==> config.mk <==
export PLATFORM = sky130hd
export DESIGN_NAME = rvbp_queue
export DESIGN_NICKNAME = d
export VERILOG_FILES = /design/src/design/rvbp_pkg.sv /design/src/design/rvbp_queue.sv
export SDC_FILE = /design/constraint.sdc
export NUM_CORES = 1
export LEC_CHECK = 0
export BUFFER_PORTS_ARGS = -buffer_cell sky130_fd_sc_hd__buf_2
export CORE_MARGIN = 5
export CORE_UTILIZATION = 30
export DETAILED_ROUTE_END_ITERATION = 8
export GPL_ROUTABILITY_DRIVEN = 0
export GPL_TIMING_DRIVEN = 0
export HOLD_SLACK_MARGIN = 0.1
export PLACE_DENSITY_LB_ADDON = 0.12
export SYNTH_ARGS = -nofsm -noshare
export SYNTH_HDL_FRONTEND = slang
export SYNTH_SLANG_ARGS = --single-unit
==> constraint.sdc <==
create_clock -name clk_i -period 4.97 [get_ports clk_i]
set_clock_uncertainty 0.05 [all_clocks]
set_input_delay 1.491 -clock clk_i [delete_from_list [all_inputs] [get_ports clk_i]]
set_output_delay 1.491 -clock clk_i [all_outputs]
set_load 0.01 [all_outputs]
==> src/design/rvbp_pkg.sv <==
package rvbp_pkg;

  // Field and port widths fixed by the interface
  localparam int SRC_IDX_W  = 20;
  localparam int SIZE_W     = 11;
  localparam int PLACE_W    = 12;
  localparam int ID_W       = 8;
  localparam int ADDR_W     = 16;
  localparam int CFG_IDX_W  = 3;
  localparam int CFG_DATA_W = 12;

  // Datapath widths
  localparam int COORD_W    = 14;                    // signed x/z after rotation and offset
  localparam int Y_W        = SRC_IDX_W + 1;         // y plus offset
  localparam int REM_W      = SIZE_W + 1;            // divider partial remainder
  localparam int DIV_BITS   = 2;                     // quotient bits per cycle
  localparam int DIV_CYCLES = SRC_IDX_W / DIV_BITS;
  localparam int STEP_W     = $clog2(DIV_CYCLES);

  // Storage depths
  localparam int CELL_DEPTH  = 2 ** ADDR_W;
  localparam int TABLE_DEPTH = 2 ** ID_W;

  // Queue between front and back
  localparam int QUEUE_DEPTH = 2;
  localparam int QPTR_W      = $clog2(QUEUE_DEPTH);
  localparam int QCNT_W      = $clog2(QUEUE_DEPTH + 1);

  typedef enum logic [1:0] {
    OP_LOAD  = 2'd0,
    OP_PLACE = 2'd1,
    OP_READ  = 2'd2,
    OP_NOP   = 2'd3
  } opcode_e;

  typedef enum logic [1:0] {
    ST_OK       = 2'd0,
    ST_OOB      = 2'd1,
    ST_OCCUPIED = 2'd2
  } status_e;

  typedef enum logic [CFG_IDX_W-1:0] {
    CFG_ORIENTATION = 3'd0,
    CFG_SRC_WIDTH   = 3'd1,
    CFG_SRC_LENGTH  = 3'd2,
    CFG_PLACE_X     = 3'd3,
    CFG_PLACE_Y     = 3'd4,
    CFG_PLACE_Z     = 3'd5
  } cfg_idx_e;

  typedef enum logic [1:0] {
    ROT_NONE  = 2'd0,
    ROT_ONE   = 2'd1,
    ROT_TWO   = 2'd2,
    ROT_THREE = 2'd3
  } rot_e;

  typedef enum logic [1:0] {
    JOB_LOAD,
    JOB_PLACE,
    JOB_READ,
    JOB_FIXED
  } job_kind_e;

  typedef enum logic [1:0] {
    F_IDLE,
    F_DIV,
    F_ROT,
    F_PUSH
  } front_state_e;

  typedef enum logic [1:0] {
    B_CLEAR,
    B_IDLE,
    B_LOOKUP,
    B_RESOLVE
  } back_state_e;

  typedef struct packed {
    rot_e               orientation;
    logic [SIZE_W-1:0]  src_width;
    logic [SIZE_W-1:0]  src_length;
    logic [PLACE_W-1:0] place_x;
    logic [PLACE_W-1:0] place_y;
    logic [PLACE_W-1:0] place_z;
  } cfg_t;

  typedef struct packed {
    job_kind_e         kind;
    status_e           status;
    logic [ADDR_W-1:0] addr;
    logic [ID_W-1:0]   key;
    logic [ID_W-1:0]   value;
  } job_t;

  typedef struct packed {
    logic full;
    logic empty;
  } queue_status_t;

endpackage

==> src/design/rvbp_queue.sv <==
module rvbp_queue (
  input  logic                    clk_i,
  input  logic                    rst_ni,
  input  logic                    push_i,
  input  rvbp_pkg::job_t          push_data_i,
  input  logic                    pop_i,
  output rvbp_pkg::job_t          pop_data_o,
  output rvbp_pkg::queue_status_t status_o
);
  import rvbp_pkg::*;

  job_t              mem_q [QUEUE_DEPTH];
  logic [QPTR_W-1:0] wptr_q, rptr_q;
  logic [QCNT_W-1:0] cnt_q;

  function automatic logic [QPTR_W-1:0] ptr_next(input logic [QPTR_W-1:0] p);
    ptr_next = (p == QPTR_W'(QUEUE_DEPTH - 1)) ? '0 : p + 1'b1;
  endfunction

  assign status_o.full  = (cnt_q == QCNT_W'(QUEUE_DEPTH));
  assign status_o.empty = (cnt_q == '0);
  assign pop_data_o     = mem_q[rptr_q];

  always_ff @(posedge clk_i or negedge rst_ni) begin
    if (!rst_ni) begin
      wptr_q <= '0;
      rptr_q <= '0;
      cnt_q  <= '0;
    end else begin
      if (push_i) begin
        wptr_q <= ptr_next(wptr_q);
      end
      if (pop_i) begin
        rptr_q <= ptr_next(rptr_q);
      end
      unique case ({push_i, pop_i})
        2'b10:   cnt_q <= cnt_q + 1'b1;
        2'b01:   cnt_q <= cnt_q - 1'b1;
        default: cnt_q <= cnt_q;
      endcase
    end
  end

  always_ff @(posedge clk_i) begin
    if (push_i) begin
      mem_q[wptr_q] <= push_data_i;
    end
  end

endmodule

==> results.sh <==
export IMPL_core_area_mm2=0.00964
export IMPL_drc=0
export IMPL_slew_viol_final=0
export IMPL_cp_slowest_stage_delay_ns=0.34
export IMPL_netlist_area_mm2=0.00293
export IMPL_crit_path_start_kind="flop"
export IMPL_die_area_mm2=0.0118
export IMPL_end_kind="output pin"
export IMPL_cpMaxStageDelayCell="dfrtp_1"
export IMPL_drv_cap=0
export IMPL_start_util_pct=30.4
export IMPL_ios=78
export IMPL_hold_path_class="flop to flop"
export IMPL_cts_setup_buffers=0
export IMPL_rows=36
export IMPL_cp_num_buf_inv=3
export IMPL_finalCritPeriodShare_pct=60.8
export IMPL_grt_use_total_pct=9.12
export IMPL_relSlewSlack_pct=58.0
export IMPL_avgSynthCellArea_um2=22.9
export IMPL_grt_pass1_vias=1511
export IMPL_antenna_cells=0
export IMPL_cp_arrival_ns=1.48
export IMPL_worst_pin_slew_ns=0.629
export IMPL_die_y_um=109
export IMPL_post_dp_cell_area_mm2=0.00355
export IMPL_io_buffers=77
export IMPL_fin_cells=356
export IMPL_clk_path_buf_depth=2
export IMPL_rsz0062_at_grt="false"
export IMPL_hold_viol=0
export IMPL_firstDrtPassIters=2
export IMPL_period_minus_slack_ns=3.02
export IMPL_clkSinkCount=76
export IMPL_die_x_um=109
export IMPL_crit_type="flop to output pin"
export IMPL_grt_pass1_wl_um=7780
export IMPL_cts_buffers=9
export IMPL_layout_nets=259
export IMPL_crit_fanout=10
export IMPL_ir_drop_mv=0.209
export IMPL_cts_htree_levels=3
export IMPL_root_buffer="clkbuf_8"
export IMPL_ctsHoldBuffers=0
export IMPL_p_leak_nw=1.48
export IMPL_drt_iter0_drc=28
export IMPL_vias=1438
export IMPL_syn_nets=169
export IMPL_avgViaCountPerCell=4.04
export IMPL_clk_transition_reported_paths_ns=0.07
export IMPL_cts_resized_gates=0
export IMPL_path_cells="buf_6, buf_12, mux2_4, buf_2"
export IMPL_syn_inst=128
export IMPL_routed_wl_um=5120
export IMPL_ant_nets=0
export IMPL_drive_above_1_share_pct=60.5
export IMPL_grt_antenna_before_repair=0
export IMPL_place_inst=340
export IMPL_dp_final_hpwl_um=3420
export IMPL_worstSkewPairLatency_ns=0.33
export IMPL_overflow=0
export IMPL_outcome="complete, no violations"
export IMPL_cts_tree="built"
export IMPL_synth_cell_types=13
export IMPL_ys_seq_area_share_pct=77.2
export IMPL_p_per_area_mw_per_mm2=551
export IMPL_finalSetupTns_ns=0
export IMPL_setup_violations_final=0
export IMPL_final_area_mm2=0.00374
export IMPL_synth_seq_cells=76
export IMPL_wl_per_cell_um=14.4
export IMPL_yosys_warnings=0
export IMPL_grt_max_degree=20
export IMPL_area_growth_pct=27.6
export IMPL_fmax_ghz=0.331
export IMPL_required_ns=3.43
export IMPL_critPathTopFamily="buffers and inverters"
-- Yosys cell counts --
library cell / n / area (um^2)
ha_1: 1 / 12.5
dfrtp_1: 4 / 100
and2_1: 1 / 6.26
xnor2_1: 2 / 17.5
mux2_4: 29 / 435
xor2_1: 3 / 26.3
buf_12: 3 / 60.1
nor2b_1: 1 / 6.26
mux2_2: 7 / 78.8
buf_6: 1 / 11.3
nor2_1: 3 / 11.3
inv_1: 1 / 3.75
edfxtp_1: 72 / 2160
-- state kept, by name (all words and copies together) (netlist names) --
register,cells
wptr_q,1
rptr_q,1
cnt_q,2
mem_q,72
-- placed cells by master, fill, tap and decap left out --
master / count
inv_1: 1
and2_2: 1
xnor2_1: 2
buf_2: 77
nor2_1: 2
clkinv_1: 1
clkinv_4: 1
ha_1: 1
clkbuf_1: 1
edfxtp_1: 72
bufinv_16: 1
buf_6: 1
mux2_4: 29
dfrtp_1: 4
buf_16: 2
mux2_2: 7
clkbuf_8: 9
clkinvlp_4: 3
nor2_4: 1
buf_12: 3
xor2_1: 3
nor2b_1: 1
-- kinds of logic (layout without fill, tap and decap cells) --
kind of cell / Yosys count / after routing / share of synthesized area, %
flip-flops: 76 / 76 / 77.2
buffers and inverters: 5 / 100 / 2.56
AND/OR/NAND/NOR: 5 / 5 / 0.811
XOR/XNOR: 5 / 5 / 1.49
adder cells (fa/ha/maj): 1 / 1 / 0.427
multiplexers: 36 / 36 / 17.5
-- final timing paths --
| check | slack (ns) | to | from | cells after the start |
|---|---|---|---|---|
| setup / recovery | 1.95 | pop_data_o[4] | rptr_q$_DFFE_PN0P_ | 4 |
| hold / removal | 0.44 | cnt_q[1]$_DFFE_PN0P_ | cnt_q[1]$_DFFE_PN0P_ | 1 |
| setup reg to reg | 3.42 | mem_q[0][17]$_DFFE_PP_ | wptr_q$_DFFE_PN0P_ | 2 |
| hold reg to reg | 0.44 | cnt_q[1]$_DFFE_PN0P_ | cnt_q[1]$_DFFE_PN0P_ | 1 |
| max in group asynchronous | 3.85 | rptr_q$_DFFE_PN0P_ | rst_ni | 1 |
| min in group asynchronous | 0.90 | cnt_q[0]$_DFFE_PN0P_ | rst_ni | 1 |
-- area by class of cell --
cell class / instances / area (um^2)
plain buffers: 4 / 71.3
clock buffers: 10 / 128
clock inverters: 6 / 65.1
fillers: 939 / 5900
inverters: 1 / 3.75
multi-input cells: 47 / 603
flip-flops and latches: 76 / 2260
well taps: 133 / 166
repair buffers: 79 / 440
-- metal layers --
metal / part of all wire, % / global-route usage [%] / up-vias
met5: 0 / 0 / -
met4: 1.6 / 4.06 / 0
met3: 5.3 / 3.91 / 7
met2: 52 / 15.4 / 37
met1: 41 / 9.97 / 720
li1: - / - / 674
-- metrics by stage --
step           util (%)  power (mW)  setup WS (ns)  hold slack (ns)
6_report           38.8        2.06           1.95            0.445
5_1_grt            38.8        2.18           1.87            0.460
4_1_cts            38.8        2.11           1.90            0.446
3_5_place_dp       36.8        1.65           2.13            0.434
3_3_place_gp       36.1        1.62          0.170            0.420
2_1_floorplan         -        1.39           1.43            0.406
-- report_power, final --
group          internal [mW]  switching, mW  leakage [nW]
clock network          0.231          0.222        0.0862
registers              0.851         0.0379         0.722
logic                  0.386          0.331         0.671
total                   1.47          0.591          1.48
No activity file was read; power rests on OpenSTA's default activity.
