File: src/design/rvbp_pkg.sv
package rvbp_pkg;

  // Field and port widths fixed by the interface
  localparam int SRC_IDX_W  = 20;
  localparam int SIZE_W     = 11;
  localparam int PLACE_W    = 12;
  localparam int ID_W       = 8;
  localparam int ADDR_W     = 16;
  localparam int CFG_IDX_W  = 3;
  localparam int CFG_DATA_W = 12;

  // Datapath widths
  localparam int COORD_W    = 14;                    // signed x/z after rotation and offset
  localparam int Y_W        = SRC_IDX_W + 1;         // y plus offset
  localparam int REM_W      = SIZE_W + 1;            // divider partial remainder
  localparam int DIV_BITS   = 2;                     // quotient bits per cycle
  localparam int DIV_CYCLES = SRC_IDX_W / DIV_BITS;
  localparam int STEP_W     = $clog2(DIV_CYCLES);

  // Storage depths
  localparam int CELL_DEPTH  = 2 ** ADDR_W;
  localparam int TABLE_DEPTH = 2 ** ID_W;

  // Queue between front and back
  localparam int QUEUE_DEPTH = 2;
  localparam int QPTR_W      = $clog2(QUEUE_DEPTH);
  localparam int QCNT_W      = $clog2(QUEUE_DEPTH + 1);

  typedef enum logic [1:0] {
    OP_LOAD  = 2'd0,
    OP_PLACE = 2'd1,
    OP_READ  = 2'd2,
    OP_NOP   = 2'd3
  } opcode_e;

  typedef enum logic [1:0] {
    ST_OK       = 2'd0,
    ST_OOB      = 2'd1,
    ST_OCCUPIED = 2'd2
  } status_e;

  typedef enum logic [CFG_IDX_W-1:0] {
    CFG_ORIENTATION = 3'd0,
    CFG_SRC_WIDTH   = 3'd1,
    CFG_SRC_LENGTH  = 3'd2,
    CFG_PLACE_X     = 3'd3,
    CFG_PLACE_Y     = 3'd4,
    CFG_PLACE_Z     = 3'd5
  } cfg_idx_e;

  typedef enum logic [1:0] {
    ROT_NONE  = 2'd0,
    ROT_ONE   = 2'd1,
    ROT_TWO   = 2'd2,
    ROT_THREE = 2'd3
  } rot_e;

  typedef enum logic [1:0] {
    JOB_LOAD,
    JOB_PLACE,
    JOB_READ,
    JOB_FIXED
  } job_kind_e;

  typedef enum logic [1:0] {
    F_IDLE,
    F_DIV,
    F_ROT,
    F_PUSH
  } front_state_e;

  typedef enum logic [1:0] {
    B_CLEAR,
    B_IDLE,
    B_LOOKUP,
    B_RESOLVE
  } back_state_e;

  typedef struct packed {
    rot_e               orientation;
    logic [SIZE_W-1:0]  src_width;
    logic [SIZE_W-1:0]  src_length;
    logic [PLACE_W-1:0] place_x;
    logic [PLACE_W-1:0] place_y;
    logic [PLACE_W-1:0] place_z;
  } cfg_t;

  typedef struct packed {
    job_kind_e         kind;
    status_e           status;
    logic [ADDR_W-1:0] addr;
    logic [ID_W-1:0]   key;
    logic [ID_W-1:0]   value;
  } job_t;

  typedef struct packed {
    logic full;
    logic empty;
  } queue_status_t;

endpackage

File: src/design/rvbp_front.sv
module rvbp_front #(
  parameter int DST_WIDTH  = 64,
  parameter int DST_HEIGHT = 16,
  parameter int DST_LENGTH = 64
) (
  input  logic                            clk_i,
  input  logic                            rst_ni,
  input  rvbp_pkg::cfg_t                  cfg_i,
  input  logic                            clearing_i,
  input  logic                            in_valid_i,
  output logic                            in_stall_o,
  input  logic [1:0]                      opcode_i,
  input  logic [rvbp_pkg::SRC_IDX_W-1:0]  src_index_i,
  input  logic [rvbp_pkg::ID_W-1:0]       block_id_i,
  input  logic [rvbp_pkg::ID_W-1:0]       map_value_i,
  input  logic [rvbp_pkg::ADDR_W-1:0]     cell_address_i,
  output logic                            push_o,
  output rvbp_pkg::job_t                  push_data_o,
  input  rvbp_pkg::queue_status_t         q_status_i
);
  import rvbp_pkg::*;

  localparam logic [ADDR_W-1:0]  Z_STEP = ADDR_W'(DST_WIDTH);
  localparam logic [ADDR_W-1:0]  Y_STEP = ADDR_W'((DST_WIDTH * DST_LENGTH) % CELL_DEPTH);
  localparam logic [COORD_W-1:0] X_LIM  = COORD_W'(DST_WIDTH);
  localparam logic [COORD_W-1:0] Z_LIM  = COORD_W'(DST_LENGTH);
  localparam logic [Y_W-1:0]     Y_LIM  = Y_W'(DST_HEIGHT);

  front_state_e state_q, state_d;

  opcode_e             op_q;
  logic [ID_W-1:0]     bid_q;
  logic [ID_W-1:0]     mval_q;
  logic [ADDR_W-1:0]   addr_q;
  logic [SRC_IDX_W-1:0] num_q, num_n;
  logic [REM_W-1:0]    rem_q, rem_n;
  logic [SIZE_W-1:0]   x_q;
  logic                phase_q;
  logic [STEP_W-1:0]   step_q;
  logic [COORD_W-1:0]  rx_q, rz_q, rx_d, rz_d;
  logic [Y_W-1:0]      ry_q, ry_d;

  logic                accept;
  logic                last_step;
  logic [SIZE_W-1:0]   w_eff, l_eff, divisor;
  logic [COORD_W-1:0]  xs, zs, rx_rot, rz_rot;
  logic                in_bounds;
  logic [ADDR_W-1:0]   cell_idx;

  assign accept    = in_valid_i && !in_stall_o;
  assign last_step = (step_q == STEP_W'(DIV_CYCLES - 1));

  // A source size of zero counts as one
  assign w_eff   = (cfg_i.src_width == '0) ? SIZE_W'(1) : cfg_i.src_width;
  assign l_eff   = (cfg_i.src_length == '0) ? SIZE_W'(1) : cfg_i.src_length;
  assign divisor = phase_q ? l_eff : w_eff;

  // Restoring division, DIV_BITS quotient bits per cycle
  always_comb begin
    num_n = num_q;
    rem_n = rem_q;
    for (int i = 0; i < DIV_BITS; i++) begin
      rem_n = {rem_n[REM_W-2:0], num_n[SRC_IDX_W-1]};
      num_n = {num_n[SRC_IDX_W-2:0], 1'b0};
      if (rem_n >= {1'b0, divisor}) begin
        rem_n    = rem_n - {1'b0, divisor};
        num_n[0] = 1'b1;
      end
    end
  end

  // Quarter turns about the vertical axis, then offset
  assign xs = COORD_W'(x_q);
  assign zs = COORD_W'(rem_q[SIZE_W-1:0]);

  always_comb begin
    unique case (cfg_i.orientation)
      ROT_NONE: begin
        rx_rot = xs;
        rz_rot = zs;
      end
      ROT_ONE: begin
        rx_rot = ~zs;
        rz_rot = xs;
      end
      ROT_TWO: begin
        rx_rot = ~xs;
        rz_rot = ~zs;
      end
      ROT_THREE: begin
        rx_rot = zs;
        rz_rot = ~xs;
      end
      default: begin
        rx_rot = xs;
        rz_rot = zs;
      end
    endcase
  end

  assign rx_d = rx_rot + COORD_W'(cfg_i.place_x);
  assign rz_d = rz_rot + COORD_W'(cfg_i.place_z);
  assign ry_d = Y_W'(num_q) + Y_W'(cfg_i.place_y);

  assign in_bounds = !rx_q[COORD_W-1] && (rx_q < X_LIM) &&
                     !rz_q[COORD_W-1] && (rz_q < Z_LIM) &&
                     (ry_q < Y_LIM);

  assign cell_idx = ADDR_W'(rx_q) + ry_q[ADDR_W-1:0] * Y_STEP + ADDR_W'(rz_q) * Z_STEP;

  // Next state
  always_comb begin
    state_d = state_q;
    unique case (state_q)
      F_IDLE: begin
        if (accept) begin
          state_d = (opcode_e'(opcode_i) == OP_PLACE) ? F_DIV : F_PUSH;
        end
      end
      F_DIV: begin
        if (last_step && phase_q) begin
          state_d = F_ROT;
        end
      end
      F_ROT:  state_d = F_PUSH;
      F_PUSH: begin
        if (!q_status_i.full) begin
          state_d = F_IDLE;
        end
      end
      default: state_d = F_IDLE;
    endcase
  end

  // Outputs
  always_comb begin
    in_stall_o  = (state_q != F_IDLE) || clearing_i;
    push_o      = (state_q == F_PUSH) && !q_status_i.full;
    push_data_o = '{kind: JOB_FIXED, status: ST_OK, addr: '0, key: bid_q, value: '0};
    unique case (op_q)
      OP_LOAD: begin
        push_data_o.kind  = JOB_LOAD;
        push_data_o.value = mval_q;
      end
      OP_PLACE: begin
        if (in_bounds) begin
          push_data_o.kind = JOB_PLACE;
          push_data_o.addr = cell_idx;
        end else begin
          push_data_o.status = ST_OOB;
        end
      end
      OP_READ: begin
        push_data_o.kind = JOB_READ;
        push_data_o.addr = addr_q;
      end
      OP_NOP: ;
      default: ;
    endcase
  end

  always_ff @(posedge clk_i or negedge rst_ni) begin
    if (!rst_ni) begin
      state_q <= F_IDLE;
      phase_q <= 1'b0;
      step_q  <= '0;
    end else begin
      state_q <= state_d;
      if (accept) begin
        phase_q <= 1'b0;
        step_q  <= '0;
      end else if (state_q == F_DIV) begin
        step_q <= last_step ? '0 : step_q + 1'b1;
        if (last_step) begin
          phase_q <= ~phase_q;
        end
      end
    end
  end

  always_ff @(posedge clk_i) begin
    if (accept) begin
      op_q   <= opcode_e'(opcode_i);
      bid_q  <= block_id_i;
      mval_q <= map_value_i;
      addr_q <= cell_address_i;
      num_q  <= src_index_i;
      rem_q  <= '0;
    end else if (state_q == F_DIV) begin
      num_q <= num_n;
      if (last_step && !phase_q) begin
        // hold x, restart the remainder for the split by length
        x_q   <= rem_n[SIZE_W-1:0];
        rem_q <= '0;
      end else begin
        rem_q <= rem_n;
      end
    end
    if (state_q == F_ROT) begin
      rx_q <= rx_d;
      rz_q <= rz_d;
      ry_q <= ry_d;
    end
  end

endmodule

File: config.mk
export PLATFORM = sky130hd
export DESIGN_NAME = rvbp_front
export DESIGN_NICKNAME = d
export VERILOG_FILES = /design/src/design/rvbp_pkg.sv /design/src/design/rvbp_front.sv
export SDC_FILE = /design/constraint.sdc
export NUM_CORES = 1
export LEC_CHECK = 0
export BUFFER_PORTS_ARGS = -buffer_cell sky130_fd_sc_hd__clkbuf_2
export CAP_MARGIN = 5
export CORE_MARGIN = 1
export CORE_UTILIZATION = 50
export DETAILED_ROUTE_END_ITERATION = 10
export PLACE_DENSITY_LB_ADDON = 0.08
export RECOVER_POWER = 25
export SLEW_MARGIN = 25
export SYNTH_ARGS = -nofsm -noshare
export SYNTH_HDL_FRONTEND = slang
export SYNTH_SLANG_ARGS = --single-unit
export TNS_END_PERCENT = 20
File: constraint.sdc
create_clock -name clk_i -period 4.8 [get_ports clk_i]
set_input_delay 0.72 -clock clk_i [delete_from_list [all_inputs] [get_ports clk_i]]
set_output_delay 0.72 -clock clk_i [all_outputs]
set_load 0.02 [all_outputs]
==> reports/qor.txt <==
Post-synth top area share -> 0.374
Synth Instances -> 864
Slew Limit Fails -> 39
Avg Inst Size Synth -> 10.6 um2
Slew headroom -> -0.344
Die footprint -> 18,900 um2
Filler cells -> 1,497
Crit path largest cell delay -> 0.38 ns
Largest net degree at the start of global routing -> 60
Outcome -> finished, violations left
Max Clk Rate -> 207 MHz
Req. time, crit path -> 5.11 ns
Pwr/cell area -> 783 nW/um2
Die height -> 137 um
CP max FO -> 6
Setup-failing EPs final -> 4
Post-synth EDFFs -> 114
Antenna diodes -> 0
Register area share after synthesis -> 0.417
Final worst-path cycle share -> 1.00
Worst slew pin tran -> 2.02 ns
Final ANT Viol Nets -> 0
Max Cap Violations -> 1
Cell at the slowest stage of the critical path -> fa_2
# H-tree levels -> 4
Post-synthesis register bit count -> 132
PnR worst setup slack -> -0.0206 ns
Drt pass-1 iters -> 4
Worst EP arrival -> 5.13 ns
CTS Hold Bufs -> 0
CTS tree -> done
Layout Skew -> 0.00743 ns
Startpoint class of the critical path -> input port
Root Driver -> clkbuf_16
Total CTS buffers -> 17
Synth cell types -> 71
Worst-case clock buffer depth -> 2
R2r setup slk -> 0.20 ns
Seq. cell area -> 3820 um2
Predominant post-synthesis flop cell -> edfxtp_1
Top cell type by total area after synthesis -> edfxtp_1
Reg clk slew, reported paths -> 0.06 ns
Core footprint -> 18,000 um2
Kind of critical path -> input port to register
HPWL after detailed placement -> 16,400 um
Vias in the first global route -> 6,703
Peak VDD IR -> 0.417 mV
Synthesis Warnings -> 0
Area Overhead vs Synth -> 27.8%
Worst-Skew Late Latency -> 0.42 ns
Share of post-route cells with drive strength above 1 -> 0.313
CP bufs+invs -> 4
Ys async rst share -> 0.0530
Crit end category -> register
Vias/cell -> 5.28
Final-report hold violation count -> 0
Dominant cells by area after synthesis -> edfxtp_1, ha_1, xnor2_1
Multi-input gate area -> 5280 um2
CP cell instances -> buf_6 > nor4_4 > a31oi_1 > a21oi_2 > ha_2 > inv_2 > fa_2 > a211oi_2 > o21ba_1 > a2111o_1 > nand3_4 > nor2_4 > a21oi_2 > buf_4 > fa_2 > a211oi_2 > o21bai_2 > nor3_2 > a31oi_1 > o22ai_2 > buf_4 > nand2_4 > mux2_4 > a22o_1
GRT Overall Usage -> 0.228
Largest delay share family, worst path -> compound AO/OA/AOI/OAI gates
Synthesized area -> 9160 um2
Fin crit period -> 4.82 ns
HP Class -> input port to asynchronous set/reset pin
Setup WS pre-CTS -> -0.471 ns
RePlAce Congestion -> 0.838
DRC errors left -> 0
GRT overflow -> 0
Starting Density -> 0.510
I/O Pins -> 158
Initial antenna violation count -> 0
PortBufs -> 155
Die Width -> 137 um
Syn nets -> 1,078
Placement Rows -> 49
DR WL/cell -> 15.5 um
Drt total wl -> 20,900 um
Failing checks -> max-capacitance violations, max-slew violations, negative setup slack
Via Count -> 7,139
Nets -> 1,324
First-pass GRT wire length -> 32,600 um
Leakage -> 5.09 nW
RSZ-0062 raised after global routing -> true
DRT iter0 DRCs -> 314
Clock sinks -> 132
Setup_tns -> -0.0493 ns
-- registers in the layout, indices dropped and copies added (netlist names) --
name	flops
step_q	4
num_q	20
rem_q	11
mval_q	8
bid_q	8
ry_q	21
op_q	2
addr_q	16
rz_q	14
rx_q	14
phase_q	1
state_q	2
x_q	11
-- placed cells by master, fill, tap and decap left out, drive strengths merged, types with 11 or more instances in the layout --
master  Yosys  layout
nand2      86      87
ha         86      86
dfxtp      11      11
and2       13      13
nor2       49      49
a21oi      45      45
a22o       11      11
nor2b      28      28
buf        10     104
a21o       13      13
a22oi      14      14
mux2i      34      34
edfxtp    114     114
nor4       11      11
o21ai      43      43
nor3       11      11
clkbuf     19     167
inv        39      46
xor2       18      18
xnor2      50      50
mux2       32      32
nand3      14      15
-- timing repair --
| action | 4_1_cts | 5_1_grt |
|---|---|---|
| pin swaps | 0 | 22 |
| cloned | 0 | 2 |
| buffers inserted | 0 | 11 |
| gates resized for setup | 1 | 37 |
| setup endpoints to repair | 9 | 22 |
-- cells by family (layout without fill, tap and decap cells) --
family,Yosys count,after routing,share of synthesized area
flops,132,132,0.417
other cells,1,1,0.000410
fa+ha+maj,95,95,0.136
mux,66,66,0.0820
compound gates,190,190,0.139
xor+xnor,68,68,0.0650
simple gates,243,245,0.130
buf+inv,69,326,0.0310
-- final timing paths --
check	from	endpoint	depth (start not counted)
setup / recovery	cfg_i[43]	rem_q[6]	24
hold / removal	rst_ni	step_q[2]	1
setup reg to reg	phase_q	rem_q[6]	19
hold reg to reg	state_q[1]	state_q[1]	2
max in group asynchronous	rst_ni	phase_q	1
min in group clk_i	block_id_i[6]	bid_q[6]	1
-- metal layers --
metal  global-route usage  wire, um  share of wire  vias to the layer above
li1                     -         -              -                     3670
met3               0.0427       849          0.041                       25
met5                    0         0              0                        -
met2                0.394     10100           0.48                      156
met4               0.0714       310          0.015                        0
met1                0.288      9640           0.46                     3288
-- Yosys cell counts (13+ instances only) --
| library cell | number |
|---|---|
| mux2_2 | 23 |
| nand3_1 | 13 |
| o21ai_0 | 43 |
| xor2_1 | 18 |
| edfxtp_1 | 114 |
| a22oi_1 | 14 |
| nor2_1 | 49 |
| nor2b_1 | 28 |
| a21oi_1 | 45 |
| mux2i_1 | 32 |
| ha_1 | 86 |
| nand2_1 | 85 |
| and2_1 | 13 |
| inv_1 | 38 |
| xnor2_1 | 50 |
| a21o_1 | 13 |
| clkbuf_1 | 19 |
-- stage by stage --
step	cell area (um2)	instances	utilization	hold WS, ns	total power, mW
2_1_floorplan	9270	864	-	0.424	5.91
3_3_place_gp	10900	1307	0.604	0.525	7.35
3_5_place_dp	10900	1307	0.604	0.531	7.47
4_1_cts	11500	1339	0.639	0.114	8.86
5_1_grt	11700	1352	0.651	0.207	9.86
6_report	11700	1352	0.651	0.191	9.17
-- layout make-up --
type | count | share of cell area
inverters | 40 | 0.0128
clock inverters | 15 | 0.0167
clock buffers | 17 | 0.0364
flip-flops and latches | 132 | 0.326
well taps | 229 | 0.0245
multi-input cells | 665 | 0.451
repair buffers | 254 | 0.132
-- worst reg2reg max path, stage by stage, from the launching register on --
cell and delay (ns):
dfrtp_2 0.48, buf_4 0.22, mux2i_1 0.30, ha_1 0.31, and4b_1 0.24, a221oi_4 0.41, nand3_4 0.20, nor2_4 0.15
a21oi_2 0.05, buf_4 0.14, fa_2 0.35, a211oi_2 0.26, o21bai_2 0.14, nor3_2 0.19, a31oi_1 0.11, o22ai_2 0.19
buf_4 0.16, nand2_4 0.08, mux2_4 0.33, a22o_1 0.19
-- where the power goes --
| group | leakage, nW | switching (mW) | internal [mW] |
|---|---|---|---|
| logic | 3.55 | 2.72 | 2.86 |
| clock network | 0.301 | 0.525 | 0.831 |
| registers | 1.23 | 0.298 | 1.93 |
No activity file was read; power rests on OpenSTA's default activity.
